**config.mk**
```make
export PLATFORM = sky130hd
export DESIGN_NAME = multi_servo_pwm_controller_core
export DESIGN_NICKNAME = d
export VERILOG_FILES = /design/src/rtl/mspc_pkg.sv /design/src/rtl/multi_servo_pwm_controller_core.sv
export SDC_FILE = /design/constraint.sdc
export NUM_CORES = 2
export LEC_CHECK = 0
export ABC_AREA = 1
export BUFFER_PORTS_ARGS = -buffer_cell sky130_fd_sc_hd__buf_2
export CAP_MARGIN = 10
export CORE_AREA = 2 2 338 340
export DETAILED_ROUTE_END_ITERATION = 7
export DIE_AREA = 0 0 340 342
export MAX_ROUTING_LAYER = met4
export PLACE_DENSITY = 0.64
export SLEW_MARGIN = 0
export SYNTH_ARGS = -nofsm -noshare
export SYNTH_HDL_FRONTEND = slang
export SYNTH_SLANG_ARGS = --single-unit
```
**constraint.sdc**
```tcl
create_clock -name aclk -period 15.6 [get_ports aclk]
set_input_delay 3.9 -clock aclk [delete_from_list [all_inputs] [get_ports aclk]]
set_output_delay 3.9 -clock aclk [all_outputs]
set_load 0.01 [all_outputs]
```
**src/rtl/mspc_pkg.sv**
```systemverilog
// Shared constants and codes for the multi-servo PWM controller.
// Holds field widths, command and status codes, register indexes and reset values.
// No dependencies; imported by multi_servo_pwm_controller_core.
package mspc_pkg;

    // slot table size and index width
    localparam int SLOTS    = 8;
    localparam int SlotIdxW = (SLOTS > 1) ? $clog2(SLOTS) : 1;

    // field widths
    localparam int CMD_W    = 3;
    localparam int SLOT_W   = 3;
    localparam int PIN_W    = 5;
    localparam int ANGLE_W  = 17;
    localparam int PULSE_W  = 16;
    localparam int STATUS_W = 2;
    localparam int LINES_W  = 8;
    localparam int CFG_W    = 16;
    localparam int CFG_IDX_W = 3;

    // stream packing
    localparam int S_DATA_W = 48;
    localparam int S_USER_W = CMD_W;
    localparam int M_DATA_W = 48;
    localparam int M_USER_W = STATUS_W;

    // angle to pulse mapping arithmetic
    // product of clamped angle and pulse span, 17x17 signed
    localparam int PROD_W   = 34;
    // product shifted up so that floor division works on unsigned values
    localparam int BIASED_W = 34;
    // biased product divided by 16, the rest of 18000 is 1125
    localparam int MAG_W    = 30;
    localparam int RECIP_W  = 31;
    localparam int RECIP_SHIFT = 41;
    localparam int RPROD_W  = MAG_W + RECIP_W;
    localparam int QUO_W    = 20;
    localparam int MAP_W    = 22;
    // ceil(2^41 / 1125), exact floor division for all 30-bit dividends
    localparam logic [RECIP_W-1:0]  RECIP      = 31'd1954687339;
    // bias is BIAS_STEPS * 18000, larger than any negative product
    localparam int                  BIAS_STEPS = 238610;
    localparam logic [BIASED_W-1:0] BIAS       = 34'd4294980000;

    typedef logic [CMD_W-1:0]     cmd_t;
    typedef logic [STATUS_W-1:0]  status_t;
    typedef logic [CFG_IDX_W-1:0] cfg_idx_t;

    // command codes
    localparam cmd_t CMD_ATTACH      = 3'd0;
    localparam cmd_t CMD_WRITE_ANGLE = 3'd1;
    localparam cmd_t CMD_WRITE_US    = 3'd2;
    localparam cmd_t CMD_DETACH      = 3'd3;
    localparam cmd_t CMD_TICK        = 3'd4;

    // status codes
    localparam status_t ST_OK         = 2'd0;
    localparam status_t ST_FULL       = 2'd1;
    localparam status_t ST_BAD_HANDLE = 2'd2;
    localparam status_t ST_UNATTACHED = 2'd3;

    // configuration register indexes
    localparam cfg_idx_t CFG_MIN_PULSE = 3'd0;
    localparam cfg_idx_t CFG_MAX_PULSE = 3'd1;
    localparam cfg_idx_t CFG_MIN_ANGLE = 3'd2;
    localparam cfg_idx_t CFG_MAX_ANGLE = 3'd3;
    localparam cfg_idx_t CFG_PERIOD    = 3'd4;

    // configuration reset values
    localparam logic [CFG_W-1:0] MIN_PULSE_RST = 16'd1000;
    localparam logic [CFG_W-1:0] MAX_PULSE_RST = 16'd2000;
    localparam logic [CFG_W-1:0] MIN_ANGLE_RST = 16'd0;
    localparam logic [CFG_W-1:0] MAX_ANGLE_RST = 16'd18000;
    localparam logic [CFG_W-1:0] PERIOD_RST    = 16'd20000;

endpackage

```
**src/rtl/multi_servo_pwm_controller_core.sv**
```systemverilog
// Servo slot table with one PWM line per slot, advanced by a tick command.
// Three-stage pipeline: angle clamp and multiply, reciprocal divide, slot table update.
// Depends on mspc_pkg.
//
//  channel   group            payload
//  --------  ---------------  -------------------------------------------------------
//  input     s_tvalid/tready  tuser: command; tdata: slot, pin, angle, pulse width
//  result    m_tvalid/tready  tuser: status; tdata: slot, pin, level, lines, count
//  config    cfg_wr_en        cfg_addr selects the register, cfg_wdata is the value
//
// One transaction per cycle sustained while m_tready stays high; a result passes through the
// stage A, stage B and result registers and can be taken at the next edge.
// The first two stages depend only on the input and the configuration; all slot
// table and period counter state is read and written in the third stage only.
// Each stage holds while the stage after it is full and stalled, so empty stages
// still fill while a result waits on m_tready.
// Reset clears all valid bits, the slot table and the counter, and restores the
// configuration registers to their defaults.
module multi_servo_pwm_controller_core (
    input  logic                           aclk,
    input  logic                           aresetn,
    // input transactions
    input  logic                           s_tvalid,
    output logic                           s_tready,
    // [2:0] slot, [7:3] pin, [24:8] angle_centideg, [40:25] pulse_width, rest zero
    input  logic [mspc_pkg::S_DATA_W-1:0]  s_tdata,
    // [2:0] command
    input  logic [mspc_pkg::S_USER_W-1:0]  s_tuser,
    // result transactions
    output logic                           m_tvalid,
    input  logic                           m_tready,
    // [2:0] slot_out, [7:3] pin_out, [23:8] level_out, [31:24] pwm_lines,
    // [47:32] period_count
    output logic [mspc_pkg::M_DATA_W-1:0]  m_tdata,
    // [1:0] status
    output logic [mspc_pkg::M_USER_W-1:0]  m_tuser,
    // configuration writes
    input  logic                           cfg_wr_en,
    input  logic [mspc_pkg::CFG_IDX_W-1:0] cfg_addr,
    input  logic [mspc_pkg::CFG_W-1:0]     cfg_wdata
);
    import mspc_pkg::*;

    // configuration registers
    logic [CFG_W-1:0] min_pulse_reg;
    logic [CFG_W-1:0] max_pulse_reg;
    logic [CFG_W-1:0] min_angle_reg;
    logic [CFG_W-1:0] max_angle_reg;
    logic [CFG_W-1:0] period_reg;

    // stage A: clamped angle times pulse span
    logic                       a_valid_reg;
    cmd_t                       a_cmd_reg;
    logic [SLOT_W-1:0]          a_slot_reg;
    logic [PIN_W-1:0]           a_pin_reg;
    logic [PULSE_W-1:0]         a_pw_reg;
    logic [PROD_W-1:0]          a_prod_reg;
    logic [PROD_W-1:0]          a_prod_next;

    // stage B: floor quotient of biased product
    logic                       b_valid_reg;
    cmd_t                       b_cmd_reg;
    logic [SLOT_W-1:0]          b_slot_reg;
    logic [PIN_W-1:0]           b_pin_reg;
    logic [PULSE_W-1:0]         b_pw_reg;
    logic [QUO_W-1:0]           b_quot_reg;
    logic [QUO_W-1:0]           b_quot_next;

    // slot table and period counter
    logic [SLOTS-1:0]           used_reg, used_next;
    logic [PIN_W-1:0]           pin_reg   [SLOTS];
    logic [PIN_W-1:0]           pin_next  [SLOTS];
    logic [PULSE_W-1:0]         level_reg [SLOTS];
    logic [PULSE_W-1:0]         level_next[SLOTS];
    logic [PULSE_W-1:0]         tick_reg, tick_next;

    // result register
    logic                       m_valid_reg;
    logic [M_DATA_W-1:0]        m_data_reg, m_data_next;
    logic [M_USER_W-1:0]        m_user_reg, m_user_next;

    // handshake
    logic a_ready, b_ready, s_fire, a_move, b_fire;

    // input field views
    cmd_t                       in_cmd;
    logic [SLOT_W-1:0]          in_slot;
    logic [PIN_W-1:0]           in_pin;
    logic [ANGLE_W-1:0]         in_angle;
    logic [PULSE_W-1:0]         in_pw;

    // stage A logic
    logic signed [ANGLE_W:0]    ang_ext, min_ext, max_ext, ang_lo, ang_clamp;
    logic signed [ANGLE_W-1:0]  ang_final;
    logic signed [ANGLE_W-1:0]  span;

    // stage B logic
    logic [BIASED_W-1:0]        biased;
    logic [MAG_W-1:0]           mag;
    logic [RPROD_W-1:0]         rprod;

    // stage C logic
    logic signed [MAP_W-1:0]    mapped;
    logic [PULSE_W-1:0]         mapped_sat;
    logic [PULSE_W-1:0]         angle_level;
    logic [PULSE_W-1:0]         us_level;
    logic                       free_found;
    logic [SlotIdxW-1:0]        free_idx;
    logic [SlotIdxW-1:0]        slot_idx;
    logic                       bad_handle;
    logic [PULSE_W:0]           tick_inc;
    status_t                    res_status;
    logic [SLOT_W-1:0]          res_slot;
    logic [PIN_W-1:0]           res_pin;
    logic [PULSE_W-1:0]         res_level;
    logic [LINES_W-1:0]         res_lines;

    // clamp a pulse to the configured limits, lower bound first
    function automatic logic [PULSE_W-1:0] clamp_pulse(
        input logic [PULSE_W-1:0] p,
        input logic [CFG_W-1:0]   lo,
        input logic [CFG_W-1:0]   hi
    );
        logic [PULSE_W-1:0] r;
        r = (p < lo) ? lo : p;
        r = (r > hi) ? hi : r;
        return r;
    endfunction

    // pipeline handshake
    assign b_ready  = !m_valid_reg || m_tready;
    assign a_ready  = !b_valid_reg || b_ready;
    assign s_tready = !a_valid_reg || a_ready;
    assign s_fire   = s_tvalid && s_tready;
    assign a_move   = a_valid_reg && a_ready;
    assign b_fire   = b_valid_reg && b_ready;

    assign m_tvalid = m_valid_reg;
    assign m_tdata  = m_data_reg;
    assign m_tuser  = m_user_reg;

    // unpack input transaction
    assign in_cmd   = s_tuser;
    assign in_slot  = s_tdata[2:0];
    assign in_pin   = s_tdata[7:3];
    assign in_angle = s_tdata[24:8];
    assign in_pw    = s_tdata[40:25];

    // configuration writes
    always_ff @(posedge aclk) begin
        if (!aresetn) begin
            min_pulse_reg <= MIN_PULSE_RST;
            max_pulse_reg <= MAX_PULSE_RST;
            min_angle_reg <= MIN_ANGLE_RST;
            max_angle_reg <= MAX_ANGLE_RST;
            period_reg    <= PERIOD_RST;
        end else if (cfg_wr_en) begin
            unique case (cfg_addr)
                CFG_MIN_PULSE: min_pulse_reg <= cfg_wdata;
                CFG_MAX_PULSE: max_pulse_reg <= cfg_wdata;
                CFG_MIN_ANGLE: min_angle_reg <= cfg_wdata;
                CFG_MAX_ANGLE: max_angle_reg <= cfg_wdata;
                CFG_PERIOD:    period_reg    <= cfg_wdata;
                default: ;
            endcase
        end
    end

    // stage A: angle clamp (attach uses angle zero) and multiply by pulse span
    always_comb begin
        ang_ext   = (in_cmd == CMD_ATTACH) ? '0 : {in_angle[ANGLE_W-1], in_angle};
        min_ext   = {{(ANGLE_W + 1 - CFG_W){min_angle_reg[CFG_W-1]}}, min_angle_reg};
        max_ext   = {{(ANGLE_W + 1 - CFG_W){1'b0}}, max_angle_reg};
        ang_lo    = (ang_ext < min_ext) ? min_ext : ang_ext;
        ang_clamp = (ang_lo > max_ext) ? max_ext : ang_lo;
        ang_final = ang_clamp[ANGLE_W-1:0];
        span      = {1'b0, max_pulse_reg} - {1'b0, min_pulse_reg};
        a_prod_next = PROD_W'(PROD_W'(ang_final) * PROD_W'(span));
    end

    always_ff @(posedge aclk) begin
        if (!aresetn) begin
            a_valid_reg <= 1'b0;
        end else if (s_tready) begin
            a_valid_reg <= s_tvalid;
        end
        if (s_fire) begin
            a_cmd_reg  <= in_cmd;
            a_slot_reg <= in_slot;
            a_pin_reg  <= in_pin;
            a_pw_reg   <= in_pw;
            a_prod_reg <= a_prod_next;
        end
    end

    // stage B: floor(product / 18000) + bias steps via shift and reciprocal
    always_comb begin
        biased      = a_prod_reg + BIAS;
        mag         = biased[BIASED_W-1:BIASED_W-MAG_W];
        rprod       = RPROD_W'(mag) * RPROD_W'(RECIP);
        b_quot_next = rprod[RECIP_SHIFT +: QUO_W];
    end

    always_ff @(posedge aclk) begin
        if (!aresetn) begin
            b_valid_reg <= 1'b0;
        end else if (a_ready) begin
            b_valid_reg <= a_valid_reg;
        end
        if (a_move) begin
            b_cmd_reg  <= a_cmd_reg;
            b_slot_reg <= a_slot_reg;
            b_pin_reg  <= a_pin_reg;
            b_pw_reg   <= a_pw_reg;
            b_quot_reg <= b_quot_next;
        end
    end

    // stage C: remove bias, add minimum pulse, saturate and clamp
    always_comb begin
        mapped = MAP_W'($signed({2'b00, b_quot_reg})) - MAP_W'(BIAS_STEPS)
               + MAP_W'($signed({6'b000000, min_pulse_reg}));
        if (mapped < 0) begin
            mapped_sat = '0;
        end else if (mapped > MAP_W'($signed({6'b000000, {PULSE_W{1'b1}}}))) begin
            mapped_sat = '1;
        end else begin
            mapped_sat = mapped[PULSE_W-1:0];
        end
        angle_level = clamp_pulse(mapped_sat, min_pulse_reg, max_pulse_reg);
        us_level    = clamp_pulse(b_pw_reg, min_pulse_reg, max_pulse_reg);
    end

    // first free slot
    always_comb begin
        free_found = 1'b0;
        free_idx   = '0;
        for (int i = 0; i < SLOTS; i++) begin
            if (!free_found && !used_reg[i]) begin
                free_found = 1'b1;
                free_idx   = SlotIdxW'(i);
            end
        end
    end

    assign slot_idx   = SlotIdxW'(b_slot_reg);
    assign bad_handle = (int'(b_slot_reg) >= SLOTS);
    assign tick_inc   = {1'b0, tick_reg} + (PULSE_W + 1)'(1);

    // slot table update and result fields
    always_comb begin
        used_next  = used_reg;
        pin_next   = pin_reg;
        level_next = level_reg;
        tick_next  = tick_reg;
        res_status = ST_OK;
        res_slot   = '0;
        res_pin    = '0;
        res_level  = '0;
        unique case (b_cmd_reg)
            CMD_ATTACH: begin
                if (free_found) begin
                    used_next[free_idx]  = 1'b1;
                    pin_next[free_idx]   = b_pin_reg;
                    level_next[free_idx] = angle_level;
                    res_slot  = SLOT_W'(free_idx);
                    res_pin   = b_pin_reg;
                    res_level = angle_level;
                end else begin
                    res_status = ST_FULL;
                end
            end
            CMD_WRITE_ANGLE, CMD_WRITE_US, CMD_DETACH: begin
                res_slot = b_slot_reg;
                if (bad_handle) begin
                    res_status = ST_BAD_HANDLE;
                end else if (!used_reg[slot_idx]) begin
                    res_status = ST_UNATTACHED;
                    res_pin    = pin_reg[slot_idx];
                    res_level  = level_reg[slot_idx];
                end else begin
                    res_pin = pin_reg[slot_idx];
                    if (b_cmd_reg == CMD_WRITE_ANGLE) begin
                        level_next[slot_idx] = angle_level;
                        res_level = angle_level;
                    end else if (b_cmd_reg == CMD_WRITE_US) begin
                        level_next[slot_idx] = us_level;
                        res_level = us_level;
                    end else begin
                        used_next[slot_idx]  = 1'b0;
                        level_next[slot_idx] = '0;
                    end
                end
            end
            CMD_TICK: begin
                tick_next = (tick_inc >= {1'b0, period_reg}) ? '0 : tick_inc[PULSE_W-1:0];
            end
            default: ;
        endcase
    end

    // pwm lines from the updated table and counter
    always_comb begin
        res_lines = '0;
        for (int i = 0; i < LINES_W; i++) begin
            if (i < SLOTS) begin
                res_lines[i] = used_next[i] && (tick_next < level_next[i]);
            end
        end
        m_data_next = {tick_next, res_lines, res_level, res_pin, res_slot};
        m_user_next = res_status;
    end

    // state and result registers
    always_ff @(posedge aclk) begin
        if (!aresetn) begin
            used_reg    <= '0;
            tick_reg    <= '0;
            m_valid_reg <= 1'b0;
            for (int i = 0; i < SLOTS; i++) begin
                pin_reg[i]   <= '0;
                level_reg[i] <= '0;
            end
        end else begin
            if (b_ready) begin
                m_valid_reg <= b_valid_reg;
            end
            if (b_fire) begin
                used_reg  <= used_next;
                pin_reg   <= pin_next;
                level_reg <= level_next;
                tick_reg  <= tick_next;
            end
        end
        if (b_fire) begin
            m_data_reg <= m_data_next;
            m_user_reg <= m_user_next;
        end
    end

endmodule
```
==> metrics.md <==
| Metric | Value |
|---|---|
| Result of the run | `finished, final reports clean` |
| Vias in the first global route | `48700` |
| Die boundary height | `342 µm` |
| CTS Root Buffer Type | `clkbuf_16` |
| Core area | `113000 µm²` |
| Count of final hold-check violations | `0` |
| Number of clock buffers inserted by TritonCTS | `53` |
| Share of cells above drive strength 1 | `6.87%` |
| Register area share after synthesis | `18.1%` |
| Total of warnings raised by yosys | `0` |
| Detailed-route wire length | `196 mm` |
| Count of mapped cells out of synthesis | `6991` |
| Tmin final | `14.77 ns` |
| Number of remaining DRC errors | `0` |
| First drt pass iteration count | `8` |
| GRT Residual Overflow | `0` |
| TritonCTS clock tree | `built` |
| Number of ports placed on the die boundary | `127` |
| Path class of the lowest-slack min-delay path | `reg -> reg` |
| Final clock skew | `0.0520 ns` |
| Pin slew with the least headroom to its limit | `1.29 ns` |
| First-pass GRT wire length | `298 mm` |
| Number of standard-cell rows in the floorplan | `124` |
| Count of buffers from port buffering | `119` |
| Total routing usage reported by global routing | `34.6%` |
| Post-synth cell types | `69` |
| Highest attainable clock frequency | `0.0677 GHz` |
| Final number of setup-violating endpoints | `0` |
| Synth Cell Area | `56000 µm²` |
| Post-synth net total | `8406` |
| Most common cell after layout, fill and taps aside | `inv_1` |
| Max reg flops | `128` |
| Family with the most delay on the worst path | `compound AO/OA/AOI/OAI gates` |
| Area fraction of the dominant cell type after synthesis | `21.6%` |
| Synth Register Bits | `429` |
| Instance count after placement with tap cells included | `8527` |
| Setup fix buffers added after clock tree synthesis | `0` |
| Count of flip-flops with a built-in enable after synthesis | `154` |
| Required time reported for the critical path endpoint | `15.94 ns` |
| Worst slew slack as a fraction of its limit | `13.7%` |
| Critical-path top delay cell | `o21ai_0` |
| Critical path fanouts, max | `34` |
| Average size of a mapped cell | `8.01 µm²` |
| Sum of negative setup slack | `0 ns` |
| Max-cap violation count | `0` |
| Type of the setup path with the least slack | `in -> reg` |
| Setup repair after global routing missed its margin | `no` |
| Crit path capture type | `flop` |
| Max H-tree Level | `2` |
| Final HPWL DP | `152 mm` |
| Reg clk slew, reported paths | `0.06 ns` |
| Critical path buffer and inverter count | `8` |
| Final worst path period share | `94.7%` |
| DRC marker count from the first detailed-route iteration | `5491` |
| Startpoint kind of the worst setup timing path | `primary input` |
| Initial antenna violation count | `8` |
| Insertion delay of the later-clocked pin in the worst-skew pair | `0.66 ns` |
| Layout net count | `8485` |
| Data arrival, critical path | `15.11 ns` |
| Total number of vias | `50200` |
| TritonCTS sink count | `429` |
| Gp weighted congestion | `1.02` |
| Top cell type by total area after synthesis | `fa_1` |
| Vias per std cell | `5.81` |
| Dominant synthesized flop cell | `dfxtp_1` |
| Max clock buf depth | `3` |
| Pin count of the biggest net entering global routing | `115` |
| Cells taking the most area after synthesis | `fa_1, ha_1, dfxtp_1` |
| Die width | `340 µm` |
| Top library cells by usage in the layout, fill and taps aside | `inv_1, nand2_1, ha_1` |
| Proportion of register bits with asynchronous set or reset after synthesis | `0%` |
| Post-Layout Cell Count | `8636` |
| Signed area change from the synthesized netlist to the final layout | `8.35%` |
| Drt wl/cell | `22.7 µm` |
| Effective utilization at floorplan | `49.5%` |
| Count of antenna-violating nets left after detailed routing | `0` |
| Number of pins with negative max-slew slack in the final report | `0` |
| Cell mode on critical path | `nand2_1` |
| Die Outline Area | `116000 µm²` |
| Crit path largest cell delay | `0.73 ns` |
## layout make-up
class                           instances  area, µm²
Fill cell                           10700      52500
Timing Repair Buffer                  277       1800
Sequential cell                       429      10100
Clock buffer                           65       1400
Inverter                             1473       5540
Multi-Input combinational cell       4836      39400
Tap cell                             1512       1890
Antenna cell                            9       22.5
Clock inverter                         35        495
## final timing paths
| check | startpoint | to | slack, ns | depth (start not counted) |
|---|---|---|---|---|
| setup / recovery | s_tuser[2] | a_prod_reg[32]$_DFFE_PP_ | 0.83 | 60 |
| hold / removal | a_cmd_reg[1]$_DFFE_PP_ | b_cmd_reg[1]$_DFFE_PP_ | 0.41 | 0 |
| hold reg to reg | a_cmd_reg[1]$_DFFE_PP_ | b_cmd_reg[1]$_DFFE_PP_ | 0.41 | 0 |
| setup reg to reg | b_quot_reg[1]$_DFFE_PP_ | m_tdata[28]$_DFFE_PP_ | 3.90 | 50 |
## per-stage QoR
| step | instance area (µm²) | worst slack (ns) | utilization (%) | hold WS [ns] |
|---|---|---|---|---|
| global route | 60600 | 0.0164 | 53.6 | 0.418 |
| global placement | 58700 | 0.330 | 51.9 | 0.403 |
| finish | 60700 | 0.834 | 53.6 | 0.412 |
| detailed placement | 58700 | 0.290 | 51.9 | 0.405 |
| CTS | 60600 | 0.898 | 53.6 | 0.402 |
| floorplan | 56000 | 1.48 | - | 0.400 |
## cells by family (layout without fill, tap and decap cells)
family | Yosys count | in the layout | synth area share [%]
buf+inv | 1726 | 1850 | 11.7
other cells | 0 | 9 | 0
xor+xnor | 143 | 143 | 2.24
mux | 14 | 14 | 0.250
fa+ha+maj | 1340 | 1340 | 38.0
simple gates | 1619 | 1619 | 11.9
compound gates | 1720 | 1720 | 17.8
flops | 429 | 429 | 18.1
## synth_stat cells (43+ instances only)
| cell type | count |
|---|---|
| fa_1 | 603 |
| ha_1 | 737 |
| a21oi_1 | 656 |
| inv_1 | 1449 |
| nand2_1 | 898 |
| o21ai_1 | 45 |
| nand3_1 | 178 |
| o21ai_0 | 511 |
| xnor2_1 | 45 |
| edfxtp_1 | 154 |
| o211ai_1 | 165 |
| xor2_1 | 98 |
| nor2_1 | 406 |
| o22ai_1 | 71 |
| nor3_1 | 43 |
| dfxtp_1 | 275 |
| clkbuf_1 | 208 |
## timing repair
action                     4_1_cts  5_1_grt
setup endpoints to repair        0        2
resized for setup                0        3
hold endpoints to repair         0        0
hold buffers                     0        0
## metal layers
metal	GRT usage (%)	up-vias	routed length (µm)
met3	9.54	400	24200
met5	-	-	0
met4	9.12	0	5780
li1	-	23100	-
met2	47.4	2608	78900
met1	49.9	24100	87500
Power is not shown: default switching activity piles up to over one toggle a cycle in this logic, so the estimate is an artifact.
